<file path="config.mk">
export PLATFORM = sky130hd
export DESIGN_NAME = integer_to_radix_text
export DESIGN_NICKNAME = d
export VERILOG_FILES = /design/src/itrt_pkg.sv /design/src/integer_to_radix_text.sv
export SDC_FILE = /design/constraint.sdc
export NUM_CORES = 1
export LEC_CHECK = 0
export BUFFER_PORTS_ARGS = -buffer_cell sky130_fd_sc_hd__buf_2
export CAP_MARGIN = 20
export CORE_MARGIN = 4
export CORE_UTILIZATION = 40
export DETAILED_ROUTE_END_ITERATION = 8
export MAX_ROUTING_LAYER = met4
export PLACE_DENSITY_LB_ADDON = 0.2
export SKIP_LAST_GASP = 1
export SLEW_MARGIN = 10
export SYNTH_ARGS = -nofsm -noshare
export SYNTH_HDL_FRONTEND = slang
export SYNTH_SLANG_ARGS = --single-unit
</file>
<file path="constraint.sdc">
create_clock -name clock -period 12.9 [get_ports clock]
set_input_delay 1.29 -clock clock [delete_from_list [all_inputs] [get_ports clock]]
set_output_delay 1.29 -clock clock [all_outputs]
set_load 0.01 [all_outputs]
</file>
<file path="src/itrt_pkg.sv">
// ----------------------------------------------------------------------------
// itrt_pkg
// Shared constants and helpers for the integer to radix text converter.
// ----------------------------------------------------------------------------
package itrt_pkg;

   localparam int VALUE_WIDTH = 32;
   localparam int RADIX_WIDTH = 6;
   localparam int CHAR_WIDTH  = 8;

   localparam logic [RADIX_WIDTH-1:0] RADIX_MIN   = 6'd2;
   localparam logic [RADIX_WIDTH-1:0] RADIX_MAX   = 6'd36;
   localparam logic [RADIX_WIDTH-1:0] RADIX_RESET = 6'd10;

   localparam logic [CHAR_WIDTH-1:0] CHAR_ZERO  = 8'h30;
   localparam logic [CHAR_WIDTH-1:0] CHAR_ALPHA = 8'h41;
   localparam logic [CHAR_WIDTH-1:0] CHAR_MINUS = 8'h2D;
   localparam logic [RADIX_WIDTH-1:0] DECIMAL_DIGITS = 6'd10;

   typedef logic [RADIX_WIDTH-1:0] digit_type;
   typedef logic [CHAR_WIDTH-1:0]  char_type;

   // Map a digit value 0..35 to '0'-'9', 'A'-'Z'.
   function automatic char_type digit_char(input digit_type d);
      char_type c;
      if (d < DECIMAL_DIGITS) begin
         c = CHAR_ZERO + {2'b00, d};
      end else begin
         c = CHAR_ALPHA + {2'b00, d - DECIMAL_DIGITS};
      end
      return c;
   endfunction

   // Clamp a written base into 2..36.
   function automatic digit_type clamp_radix(input digit_type r);
      digit_type c;
      if (r < RADIX_MIN) begin
         c = RADIX_MIN;
      end else if (r > RADIX_MAX) begin
         c = RADIX_MAX;
      end else begin
         c = r;
      end
      return c;
   endfunction

endpackage

</file>
<file path="src/integer_to_radix_text.sv">
// ----------------------------------------------------------------------------
// integer_to_radix_text
// Converts a signed integer into ASCII text in a configurable radix.
// ----------------------------------------------------------------------------
// Usage:
//   Pulse start with req_value while busy is low; the item is taken at that
//   edge and busy stays high until the last character has been launched.
//   Characters leave most significant first on rsp_text_char, each held for
//   one cycle with rsp_valid high; rsp_last_char marks the final one. A
//   negative value is preceded by '-'. The receiver has no back pressure.
//   The radix register is written over csr_valid/csr_ready (always ready) and
//   is clamped into 2..36; write it only while busy is low.
// Timing:
//   A bit-serial restoring divider produces one remainder digit per pass over
//   the magnitude and pushes it on a digit stack, least significant first;
//   then '-' for a negative value and the digits popped from the stack are
//   emitted, so the conversion time grows with the digit count.
//   A new item may be accepted in the cycle the last character is shown.
// Reset:
//   Synchronous reset returns to idle, drops rsp_valid and sets radix to 10.
// ----------------------------------------------------------------------------
module integer_to_radix_text
   import itrt_pkg::*;
(
   input  logic                   clock,
   input  logic                   reset,
   input  logic                   start,
   output logic                   busy,
   input  logic [VALUE_WIDTH-1:0] req_value,
   output logic                   rsp_valid,
   output logic [CHAR_WIDTH-1:0]  rsp_text_char,
   output logic                   rsp_last_char,
   input  logic                   csr_valid,
   output logic                   csr_ready,
   input  logic [RADIX_WIDTH-1:0] csr_wdata
);

   localparam int DEPTH = VALUE_WIDTH;
   localparam int IDX_W = $clog2(DEPTH);
   localparam int SP_W  = $clog2(DEPTH + 1);
   localparam int CNT_W = $clog2(VALUE_WIDTH);
   localparam logic [CNT_W-1:0] CNT_LAST = CNT_W'(VALUE_WIDTH - 1);
   localparam logic [SP_W-1:0]  SP_ONE   = SP_W'(1);

   localparam logic [1:0] ST_IDLE = 2'd0;
   localparam logic [1:0] ST_DIV  = 2'd1;
   localparam logic [1:0] ST_SIGN = 2'd2;
   localparam logic [1:0] ST_EMIT = 2'd3;

   logic [1:0]             state_ff, state_in;
   logic [RADIX_WIDTH-1:0] radix_ff;
   logic [VALUE_WIDTH-1:0] mag_ff, mag_in;
   logic [RADIX_WIDTH-1:0] rem_ff, rem_in;
   logic [CNT_W-1:0]       cnt_ff;
   logic [SP_W-1:0]        sp_ff;
   logic                   neg_ff;
   logic                   rsp_valid_ff;
   char_type               rsp_text_char_ff;
   logic                   rsp_last_char_ff;
   digit_type              stack [DEPTH];

   logic                   accept;
   logic [RADIX_WIDTH:0]   rem_shift;
   logic                   fits;
   logic [RADIX_WIDTH:0]   rem_diff;
   logic [VALUE_WIDTH-1:0] start_mag;
   logic [SP_W-1:0]        sp_dec;

   assign busy      = (state_ff != ST_IDLE);
   assign accept    = start && !busy;
   assign csr_ready = 1'b1;

   assign start_mag = req_value[VALUE_WIDTH-1] ? (~req_value + VALUE_WIDTH'(1)) : req_value;

   // One restoring division step: bring in the next dividend bit.
   always_comb begin
      rem_shift = {rem_ff, mag_ff[VALUE_WIDTH-1]};
      fits      = (rem_shift >= {1'b0, radix_ff});
      rem_diff  = rem_shift - {1'b0, radix_ff};
      rem_in    = fits ? rem_diff[RADIX_WIDTH-1:0] : rem_shift[RADIX_WIDTH-1:0];
      mag_in    = {mag_ff[VALUE_WIDTH-2:0], fits};
      sp_dec    = sp_ff - SP_ONE;
   end

   always_comb begin
      state_in = state_ff;
      case (state_ff)
         ST_IDLE: begin
            if (accept) state_in = ST_DIV;
         end
         ST_DIV: begin
            if (cnt_ff == CNT_LAST && mag_in == '0) begin
               state_in = neg_ff ? ST_SIGN : ST_EMIT;
            end
         end
         ST_SIGN: state_in = ST_EMIT;
         ST_EMIT: begin
            if (sp_ff == SP_ONE) state_in = ST_IDLE;
         end
         default: state_in = ST_IDLE;
      endcase
   end

   always_ff @(posedge clock) begin
      if (reset) begin
         state_ff     <= ST_IDLE;
         radix_ff     <= RADIX_RESET;
         rsp_valid_ff <= 1'b0;
         sp_ff        <= '0;
         cnt_ff       <= '0;
      end else begin
         state_ff     <= state_in;
         rsp_valid_ff <= (state_ff == ST_SIGN) || (state_ff == ST_EMIT);
         if (csr_valid && csr_ready) radix_ff <= clamp_radix(csr_wdata);
         case (state_ff)
            ST_IDLE: begin
               if (accept) begin
                  sp_ff  <= '0;
                  cnt_ff <= '0;
               end
            end
            ST_DIV: begin
               cnt_ff <= (cnt_ff == CNT_LAST) ? '0 : cnt_ff + CNT_W'(1);
               if (cnt_ff == CNT_LAST) sp_ff <= sp_ff + SP_ONE;
            end
            ST_EMIT: sp_ff <= sp_dec;
            default: ;
         endcase
      end
   end

   // Datapath: magnitude shift register, remainder, digit stack, output.
   always_ff @(posedge clock) begin
      if (state_ff == ST_IDLE && accept) begin
         mag_ff <= start_mag;
         neg_ff <= req_value[VALUE_WIDTH-1];
         rem_ff <= '0;
      end else if (state_ff == ST_DIV) begin
         mag_ff <= mag_in;
         if (cnt_ff == CNT_LAST) begin
            // Push the finished digit and restart the remainder.
            stack[sp_ff[IDX_W-1:0]] <= rem_in;
            rem_ff <= '0;
         end else begin
            rem_ff <= rem_in;
         end
      end
      if (state_ff == ST_SIGN) begin
         rsp_text_char_ff <= CHAR_MINUS;
         rsp_last_char_ff <= 1'b0;
      end else begin
         rsp_text_char_ff <= digit_char(stack[sp_dec[IDX_W-1:0]]);
         rsp_last_char_ff <= (sp_ff == SP_ONE);
      end
   end

   assign rsp_valid     = rsp_valid_ff;
   assign rsp_text_char = rsp_text_char_ff;
   assign rsp_last_char = rsp_last_char_ff;

endmodule
</file>
**Word-level counts from Yosys, hierarchy flattened**

Memory sizes are Yosys's and may differ from the RTL's.
Index checks and enable logic that the tools add are counted.

- Register bits: 68
- Bits in writable memories: 192
- Bits of input ports: 42
- Logic and storage cells: 70
- Memories kept: 1

- $add $sub $neg: 8
- Order comparisons: 4
- Equality and inequality tests: 9
- Muxes and demuxes: 23
- Bitwise gates (word level): 1
- Reductions and logical operators: 14

Memories:

| memory | words | bits a word | rd ports | clocked after memory_dff | write ports | RTL line | source |
|---|---|---|---|---|---|---|---|
| stack | 32 | 6 | 1 | 0 | 1 | integer_to_radix_text.sv:60 | `digit_type stack [DEPTH];` |

Operators with widths:

| cell | number |
|---|---|
| 2-to-1 mux 32 bit | 3 |
| 2-to-1 mux 6 bit | 6 |
| adder 32 x 1 -> 32 bit, second input constant | 1 |
| zero test 32 bit | 1 |
| inverter 32 bit | 1 |
| one-hot mux 6 bit (3 select lines) | 1 |
| 2-to-1 mux 5 bit | 2 |
| one-hot mux 5 bit (2 select lines) | 1 |
| adder 7 x 6 -> 8 bit, first input constant | 1 |
| 2-to-1 mux 8 bit | 1 |
| inequality test 2 bit, second input constant | 4 |
| one-hot mux 2 bit (4 select lines) | 1 |
| adder 6 x 6 -> 7 bit, first input constant | 1 |
| >= comparator 7 x 6 -> 1 bit | 1 |
| adder 6 x 1 -> 6 bit, second input constant | 1 |
| == test 6 x 1 -> 1 bit, second input constant | 1 |
| > comparator 6 bit, second input constant | 1 |
| less-than comparator 6 x 2 -> 1 bit, second input constant | 1 |
| less-than comparator 6 x 4 -> 1 bit, second input constant | 1 |
| 2-to-1 mux 2 bit | 3 |
| AND reduction 3 bit | 2 |
| nonzero test 2 bit | 3 |
| subtractor 6 x 1 -> 6 bit, second input constant | 1 |
| subtractor 6 x 4 -> 6 bit, second input constant | 1 |
| other kinds (12) | 19 |

**Depth between registers and ports, before layout**

Gate-level depths: netlist (run 1).

- Depth after elaboration: 6
- Mapped depth: 18

**Worst setup path after synthesis (run 1)**

No wires, ideal clock.

- Path type: flip-flop to flip-flop
- From: register sp_ff[0]
- To: register rsp_text_char_ff[5], in the netlist rsp_text_char[5]
- Library setup time: 0.136 ns
- Data arrival time: 3.905 ns
- Data required time: 12.764 ns
- Setup slack: 8.859 ns
- Stages on the path, launching flop included: 17
- Buffers on the path: 6
- Clock period less this slack: 4.041 ns
- Path through: dfxtp_1 buf_6 buf_12 inv_1 buf_6 ha_1 buf_8 clkbuf_1 buf_2 mux4_2 mux4_2 mux2i_2 ha_1 a31oi_4 or2_1 nor3b_1 a311oi_2

- Longest elaborated chain between the ends: 5
- Elaborated cells on any way between the ends: 7
- Classes of those cells: add/sub (4); order compare (1); mux (1); memory (1)

RTL lines:

| element | RTL line | source |
|---|---|---|
| start, declared | integer_to_radix_text.sv:55 | `logic [SP_W-1:0] sp_ff;` |
| start signal, assigned | integer_to_radix_text.sv:124 | `if (cnt_ff == CNT_LAST) sp_ff <= sp_ff + SP_ONE;` |
| start signal, assigned | integer_to_radix_text.sv:126 | `ST_EMIT: sp_ff <= sp_dec;` |
| subtractor 6 x 1 -> 6 bit (*) | integer_to_radix_text.sv:82 | `sp_dec = sp_ff - SP_ONE;` |
| memory (32 x 6 bit) (*) | -- |  |
| subtractor 6 x 4 -> 6 bit | itrt_pkg.sv:29 | `c = CHAR_ALPHA + {2'b00, d - DECIMAL_DIGITS};` |
| adder 7 x 6 -> 8 bit | itrt_pkg.sv:29 |  |
| 2-to-1 mux 8 bit (*) | itrt_pkg.sv:26 | `if (d < DECIMAL_DIGITS) begin` |
| end signal, assigned | integer_to_radix_text.sv:152 | `rsp_text_char_ff <= digit_char(stack[sp_dec[IDX_W-1:0]]);` |
| end, declared | integer_to_radix_text.sv:58 | `char_type rsp_text_char_ff;` |

Every way passes the cells marked *; elsewhere a longest branch is shown, timed or not.
A chain may end at the register's enable or synchronous reset.

**Final worst setup path (run 1)**

Same ends and word-level chain as after synthesis.

==> results of run 1 <==
-- layer usage --
metal  vias to the layer above  track usage [%]  wire length [um]  share of wire, %
met5                         -                -                 0                 0
met4                         0             3.66               541               2.1
met3                        32             1.87               759               3.0
met2                       113             26.0             12600                49
met1                      3431             21.6             11600                46
li1                       3274                -                 -                 -
-- state kept, by name, indices dropped and copies added (netlist names), 2 cells and up --
register	cells
state_ff	2
sp_ff	6
rsp_text_char	8
mag_ff	32
radix_ff	6
cnt_ff	5
rem_ff	6
stack	192
-- cells in the final DEF, fill, tap and decap left out, types with 4 or more instances in the layout --
| cell | instances |
|---|---|
| sky130_fd_sc_hd__edfxtp_1 | 225 |
| sky130_fd_sc_hd__nand2_1 | 77 |
| sky130_fd_sc_hd__nor2_1 | 65 |
| sky130_fd_sc_hd__buf_2 | 52 |
| sky130_fd_sc_hd__o21ai_0 | 49 |
| sky130_fd_sc_hd__mux2i_1 | 45 |
| sky130_fd_sc_hd__mux4_2 | 40 |
| sky130_fd_sc_hd__dfxtp_1 | 34 |
| sky130_fd_sc_hd__xor2_1 | 31 |
| sky130_fd_sc_hd__inv_1 | 29 |
| sky130_fd_sc_hd__clkbuf_16 | 28 |
| sky130_fd_sc_hd__ha_1 | 21 |
| sky130_fd_sc_hd__a21oi_1 | 19 |
| sky130_fd_sc_hd__nor4_1 | 10 |
| sky130_fd_sc_hd__o31ai_1 | 10 |
| sky130_fd_sc_hd__xnor2_1 | 10 |
| sky130_fd_sc_hd__nand3_1 | 10 |
| sky130_fd_sc_hd__buf_4 | 9 |
| sky130_fd_sc_hd__or3_1 | 6 |
| sky130_fd_sc_hd__a32o_1 | 6 |
| sky130_fd_sc_hd__clkinv_1 | 6 |
| sky130_fd_sc_hd__mux4_1 | 5 |
| sky130_fd_sc_hd__a31oi_1 | 5 |
| sky130_fd_sc_hd__nand4_1 | 5 |
| sky130_fd_sc_hd__bufinv_16 | 5 |
| sky130_fd_sc_hd__clkinv_2 | 5 |
| sky130_fd_sc_hd__nand2b_1 | 4 |
| sky130_fd_sc_hd__o21ai_1 | 4 |
| sky130_fd_sc_hd__o41ai_1 | 4 |
| sky130_fd_sc_hd__mux2_2 | 4 |
| sky130_fd_sc_hd__nand3b_1 | 4 |
| sky130_fd_sc_hd__nor3_1 | 4 |
-- power by group through the flow --
stage | registers [uW] | logic (uW) | clock network, uW
global route | 1270 | 1460 | 884
CTS | 1260 | 1340 | 847
detailed placement | 1270 | 1330 | 0
global placement | 1270 | 1320 | 0
floorplan | 1260 | 965 | 0
finish | 1250 | 1310 | 828
-- metrics by stage --
step	std cells	power, uW	instance area [sq um]
6_report	1291	3390	13500
2_1_floorplan	826	2230	11900
3_3_place_gp	1240	2590	12500
4_1_cts	1291	3440	13500
3_5_place_dp	1240	2600	12500
5_1_grt	1291	3610	13500
-- path summary, 6_finish.rpt --
kind / cells past startpoint / startpoint / endpoint / slack [ns]
worst max-delay path: 12 / sp_ff[0] / rsp_text_char[5] / 8.31
worst min-delay path: 2 / radix_ff[4] / radix_ff[4] / 0.47
worst max register to register: 12 / sp_ff[0] / rsp_text_char[5] / 8.31
worst min register to register: 2 / radix_ff[4] / radix_ff[4] / 0.47
-- cells by family (layout without fill, tap and decap cells) --
kind of cell               Yosys count  count (layout)
AOI/OAI and AO/OA                  125             125
xor gates and xnor gates            44              44
adders and majority gates           23              23
buffers and inverters               66             141
DFF                                260             260
muxes                               95              95
other                                1               1
and+or+nand+nor                    212             212
-- cells in the mapped netlist (all sizes together) (3+ instances only) --
cell type	number	area [sq um]
dfxtp	35	701
o31ai	10	75.1
nand2b	4	25.0
and3	4	26.3
ha	22	275
edfxtp	225	6760
nand3b	4	30.0
nor2	65	244
or3	6	37.5
mux2	4	45.0
xnor2	11	104
nand3	10	50.1
nand2	78	293
o41ai	4	35.0
nor3	5	36.3
a32o	6	60.1
a211oi	3	22.5
inv	29	109
buf	17	159
mux2i	46	464
nand4	5	31.3
a221oi	3	26.3
clkbuf	20	85.1
a21oi	22	110
o21ai	54	274
xor2	33	327
a31oi	6	52.6
nor2b	3	18.8
or4	3	30.0
nor4	13	109
mux4	45	1030
-- critical path, stage by stage, from the launching register on --
cell,delay (ns)
sky130_fd_sc_hd__dfxtp_2,0.32
sky130_fd_sc_hd__inv_1,0.59
sky130_fd_sc_hd__ha_4,0.38
sky130_fd_sc_hd__buf_4,0.69
sky130_fd_sc_hd__mux4_2,0.41
sky130_fd_sc_hd__mux4_1,0.56
sky130_fd_sc_hd__o21ai_2,0.41
sky130_fd_sc_hd__ha_1,0.25
sky130_fd_sc_hd__inv_1,0.06
sky130_fd_sc_hd__a31oi_4,0.31
sky130_fd_sc_hd__or2_1,0.17
sky130_fd_sc_hd__nor3b_1,0.06
sky130_fd_sc_hd__a311oi_2,0.22
-- area by class of cell --
type / instances / area share, %
clock buffer: 30 / 5.24
clock inverter: 21 / 1.92
inverter: 29 / 0.806
multi-input combinational: 500 / 30.8
sequential: 260 / 55.2
tap: 390 / 3.61
timing repair buffer: 61 / 2.43
==> qor.tcl, run 1 <==
set qor(p_int_uw) 2210
set qor(antenna_cells) 0
set qor(drt_via_density) 5.31
set qor(critical_path_fanout_max) 53
set qor(place.gp.congestion) 0.769
set qor(final-setup-viol-count) 0
set qor(number_of_enable_type_register_cells_in_the_synthesized_netlist) 225
set qor(drt.antenna.violating_nets) 0
set qor(synthDistinctLibCells) 77
set qor(setup.worst_path.start_class) {flip-flop}
set qor(register_cell_area_after_layout_sq_um) 7460
set qor(power.clock.fraction_pct) 24.4
set qor(multiplexer_share_of_the_synthesized_area_pct) 12.9
set qor(total_clock_buffers_created_by_cts) 28
set qor(yosys.area_share.adder_pct) 2.47
set qor(fillCellCount) 2642
set qor(timing.setup.tns_ns) 0
set qor(initial_antenna_violation_count) 0
set qor(track_usage_pct) 15.9
set qor(core_ar_sq_um) 29600
set qor(pin_count_of_the_biggest_net_entering_global_routing) 70
set qor(post_route_cells_drive_above_1_share_pct) 19.6
set qor(final_hold_viol_count) 0
set qor(route.vias.total) 6850
set qor(drt-wirelength-per-cell_um) 19.8
set qor(synth-compound-area-share_pct) 6.89
set qor(tritoncts) {yes}
set qor(layout_min_cycle_time_ns) 4.59
set qor(yosys.area_share.simple_pct) 8.71
set qor(power_per_cell_area_nw_per_um2) 251
set qor(combPwrFrac_pct) 38.6
set qor(h-tree-depth) 1
set qor(place_ws_ns) 8.23
set qor(highest_clock_rate_mhz) 218
set qor(max-cap-violations) 0
set qor(cts_resized) 0
set qor(std_cell_rows) 63
set qor(buffer_ports.inserted) 52
set qor(power_leakage_uw) 0.00457
set qor(data_required_time_at_the_worst_endpoint_ns) 13.39
set qor(power.sequential.fraction_pct) 37.0
set qor(sw_frac_of_total_pct) 34.9
set qor(grt-ovfl-total) 0
set qor(main_combinational_cell_family_by_area_after_synthesis) {multiplexers}
set qor(syn-cell-area_sq_um) 11900
set qor(outcome) {finished clean}
set qor(timing.final.crit_share_pct) 35.6
set qor(timing.max_slew.rel_slack_pct) 40.6
set qor(least_margin_pin_slew_ns) 0.890
set qor(fin_nets) 945
set qor(global_route_wire_length_before_repair_um) 40100
set qor(boundaryPins) 54
set qor(clk-insertion-delay-late_ns) 0.57
set qor(cts.repair_timing.setup_buffer_count) 0
set qor(syn-mean-instance-area_sq_um) 14.5
set qor(via_count_of_the_first_global_routing_pass) 6996
set qor(synthesis.yosys.warnings) 0
set qor(predominant_post_synthesis_flop_cell) {sky130_fd_sc_hd__edfxtp_1}
set qor(synth-seq-area-share_pct) 62.4
set qor(sinks_on_clock_net) 260
set qor(postLayoutSetupSlackWorst_ns) 8.31
set qor(whs_ns) 0.468
set qor(unrepaired_setup_endpoints_after_global_routing) {no}
set qor(area.growth.synth_to_final_pct) 13.1
set qor(clockRootBuffer) {sky130_fd_sc_hd__clkbuf_16}
set qor(synthXorXnorAreaFrac_pct) 3.60
set qor(hpwl_um) 16600
set qor(dieWidth_um) 181
set qor(multiInputGateArea_sq_um) 4160
set qor(critical_path_class) {flip-flop to flip-flop}
set qor(crit_path_end_kind) {flip-flop}
set qor(finalCoreUtilization_pct) 45.7
set qor(critPathArrivalTime_ns) 5.07
set qor(first_iter_violations) 489
set qor(cts.path.max_buffers) 3
set qor(timing.final.max_slew_violations) 0
set qor(start_util_pct) 40.4
set qor(net_switching_power_uw) 1180
set qor(syn-num-nets) 891
set qor(proportion_of_register_bits_with_asynchronous_set_or_reset_after_synthesis_pct) 0
set qor(router_iterations_before_antenna_repair) 5
set qor(wl_um) 25500
set qor(drc_errors) 0
set qor(holdCritPathClass) {flip-flop to flip-flop}
set qor(fin_skew_ns) 0.0513
set qor(synth.ff_latch_count) 260
set qor(clk_pin_slew_ns) 0.07
set qor(worst_ir_drop_vdd_v) 0.000138
set qor(die-area_sq_um) 32700
set qor(cts_hold_buf) 0
set qor(synthCells) 826
set qor(die_y_um) 181
Power figures use the tool's default switching activity.
==> run 2, diff against run 1 <==
==> constraint.sdc (replaced) <==
create_clock -name clock -period 4.5 [get_ports clock]
set_input_delay 0.45 -clock clock [delete_from_list [all_inputs] [get_ports clock]]
set_output_delay 0.45 -clock clock [all_outputs]
set_load 0.01 [all_outputs]
==> run 2 against run 1 <==
Register-to-register slack got worse by 7.8 ns. Highest routed layer unchanged. Clock skew fell by 0.011 ns. Critical path depth up 1.
==> qor.tcl, run 2 (synthesis gave the netlist of run 1 again) <==
set qor(std_cell_rows) 63
set qor(h-tree-depth) 1
set qor(timing.final.max_slew_violations) 0
set qor(track_usage_pct) 15.9
set qor(wl_um) 25400
set qor(highest_clock_rate_mhz) 253
set qor(least_margin_pin_slew_ns) 0.904
set qor(drt-wirelength-per-cell_um) 19.5
set qor(worst_ir_drop_vdd_v) 0.000371
set qor(critical_path_class) {flip-flop to flip-flop}
set qor(route.vias.total) 6877
set qor(start_util_pct) 40.4
set qor(initial_antenna_violation_count) 1
set qor(cts_hold_buf) 0
set qor(timing.max_slew.rel_slack_pct) 39.7
set qor(layout_min_cycle_time_ns) 3.95
set qor(fin_nets) 950
set qor(total_clock_buffers_created_by_cts) 28
set qor(buffer_ports.inserted) 52
set qor(register_cell_area_after_layout_sq_um) 7460
set qor(grt-ovfl-total) 0
set qor(fillCellCount) 2620
set qor(router_iterations_before_antenna_repair) 5
set qor(pin_count_of_the_biggest_net_entering_global_routing) 69
set qor(layout.cells.most_common_list) {225 x sky130_fd_sc_hd__edfxtp_1, 77 x sky130_fd_sc_hd__nand2_1, 65 x sky130_fd_sc_hd__nor2_1, 52 x sky130_fd_sc_hd__buf_2, 49 x sky130_fd_sc_hd__o21ai_0}
set qor(timing.final.crit_share_pct) 87.8
set qor(global_route_wire_length_before_repair_um) 40500
set qor(fin_skew_ns) 0.0402
set qor(drc_errors) 0
set qor(whs_ns) 0.158
set qor(final_hold_viol_count) 0
set qor(boundaryPins) 54
set qor(design_power_total_uw) 9770
set qor(data_required_time_at_the_worst_endpoint_ns) 4.93
set qor(timing.setup.tns_ns) 0
set qor(sinks_on_clock_net) 260
set qor(setup.worst_path.start_class) {flip-flop}
set qor(postPlaceCellArea_sq_um) 12600
set qor(clk_pin_slew_ns) 0.06
set qor(core_ar_sq_um) 29600
set qor(place.gp.congestion) 0.775
set qor(via_count_of_the_first_global_routing_pass) 7107
set qor(clk-insertion-delay-late_ns) 0.56
set qor(post-route-cell-area_sq_um) 13600
set qor(hpwl_um) 17100
set qor(crit_path_end_kind) {flip-flop}
set qor(flip_flop_count_of_the_largest_register_after_layout) 192
set qor(drt_via_density) 5.30
set qor(critPathArrivalTime_ns) 4.38
set qor(unrepaired_setup_endpoints_after_global_routing) {no}
set qor(multiInputGateArea_sq_um) 4160
set qor(holdCritPathClass) {input pin to flip-flop}
set qor(final_common_cell) {sky130_fd_sc_hd__edfxtp_1}
set qor(max-cap-violations) 0
set qor(clockRootBuffer) {sky130_fd_sc_hd__clkbuf_16}
set qor(area.growth.synth_to_final_pct) 13.7
set qor(outcome) {finished clean}
set qor(die-area_sq_um) 32700
set qor(cts.repair_timing.setup_buffer_count) 0
set qor(place_ws_ns) 0.535
set qor(cts_resized) 0
set qor(die_y_um) 181
set qor(tritoncts) {yes}
set qor(power_leakage_uw) 0.00459
set qor(critical_path_fanout_max) 17
set qor(post_route_cells_drive_above_1_share_pct) 19.7
set qor(first_iter_violations) 551
set qor(dieWidth_um) 181
set qor(postLayoutSetupSlackWorst_ns) 0.549
set qor(final-setup-viol-count) 0
set qor(cts.path.max_buffers) 3
set qor(power_per_cell_area_nw_per_um2) 720
set qor(drt.antenna.violating_nets) 0
## run 2: power by group
group / internal [uW] / switching (uW)
Sequential: 3460 / 141
Clock: 1440 / 930
Combinational: 1480 / 2320
## run 2: path summary, 6_finish.rpt
path / start / endpoint / slack [ns] / cells after the start
setup / recovery: sp_ff[1] / rsp_text_char[5] / 0.55 / 13
hold / removal: csr_wdata[3] / radix_ff[3] / 0.16 / 3
setup reg to reg: sp_ff[1] / rsp_text_char[5] / 0.55 / 13
hold reg to reg: radix_ff[4] / radix_ff[4] / 0.46 / 2
## run 2: per-layer routing
metal / part of all wire [%] / GRT usage [%] / wire [um] / vias to the layer above
li1: - / - / - / 3283
met1: 45 / 21.2 / 11400 / 3434
met2: 50 / 26.6 / 12700 / 123
met3: 3.5 / 2.17 / 895 / 37
met4: 1.8 / 2.99 / 456 / 0
met5: 0 / - / 0 / -
## run 2: worst max-delay path, cell delays in order (launching register included)
cell,delay [ns]
sky130_fd_sc_hd__dfxtp_1,0.55
sky130_fd_sc_hd__inv_1,0.15
sky130_fd_sc_hd__ha_4,0.47
sky130_fd_sc_hd__buf_4,0.35
sky130_fd_sc_hd__mux2i_1,0.11
sky130_fd_sc_hd__mux4_1,0.52
sky130_fd_sc_hd__mux2i_1,0.30
sky130_fd_sc_hd__mux2i_1,0.24
sky130_fd_sc_hd__ha_1,0.29
sky130_fd_sc_hd__nand2_1,0.09
sky130_fd_sc_hd__and4bb_1,0.19
sky130_fd_sc_hd__a21oi_1,0.21
sky130_fd_sc_hd__nor3b_1,0.27
sky130_fd_sc_hd__a311oi_2,0.07
## run 2: final cells by class
class                   instances  share of cell area [%]
diodes                          1                  0.0184
repair buffers                 66                    2.88
clock buffers                  36                    5.38
well taps                     390                    3.59
flip-flops and latches        260                    54.9
clock inverters                16                    1.74
multi-input cells             500                    30.7
inverters                      29                   0.802
## run 2: metrics by stage
stage / cells / utilization, %
after floorplan: 826 / -
after global placement: 1245 / 42.6
after detailed placement: 1245 / 42.6
after CTS: 1297 / 45.9
after global routing: 1298 / 45.9
final: 1298 / 45.9
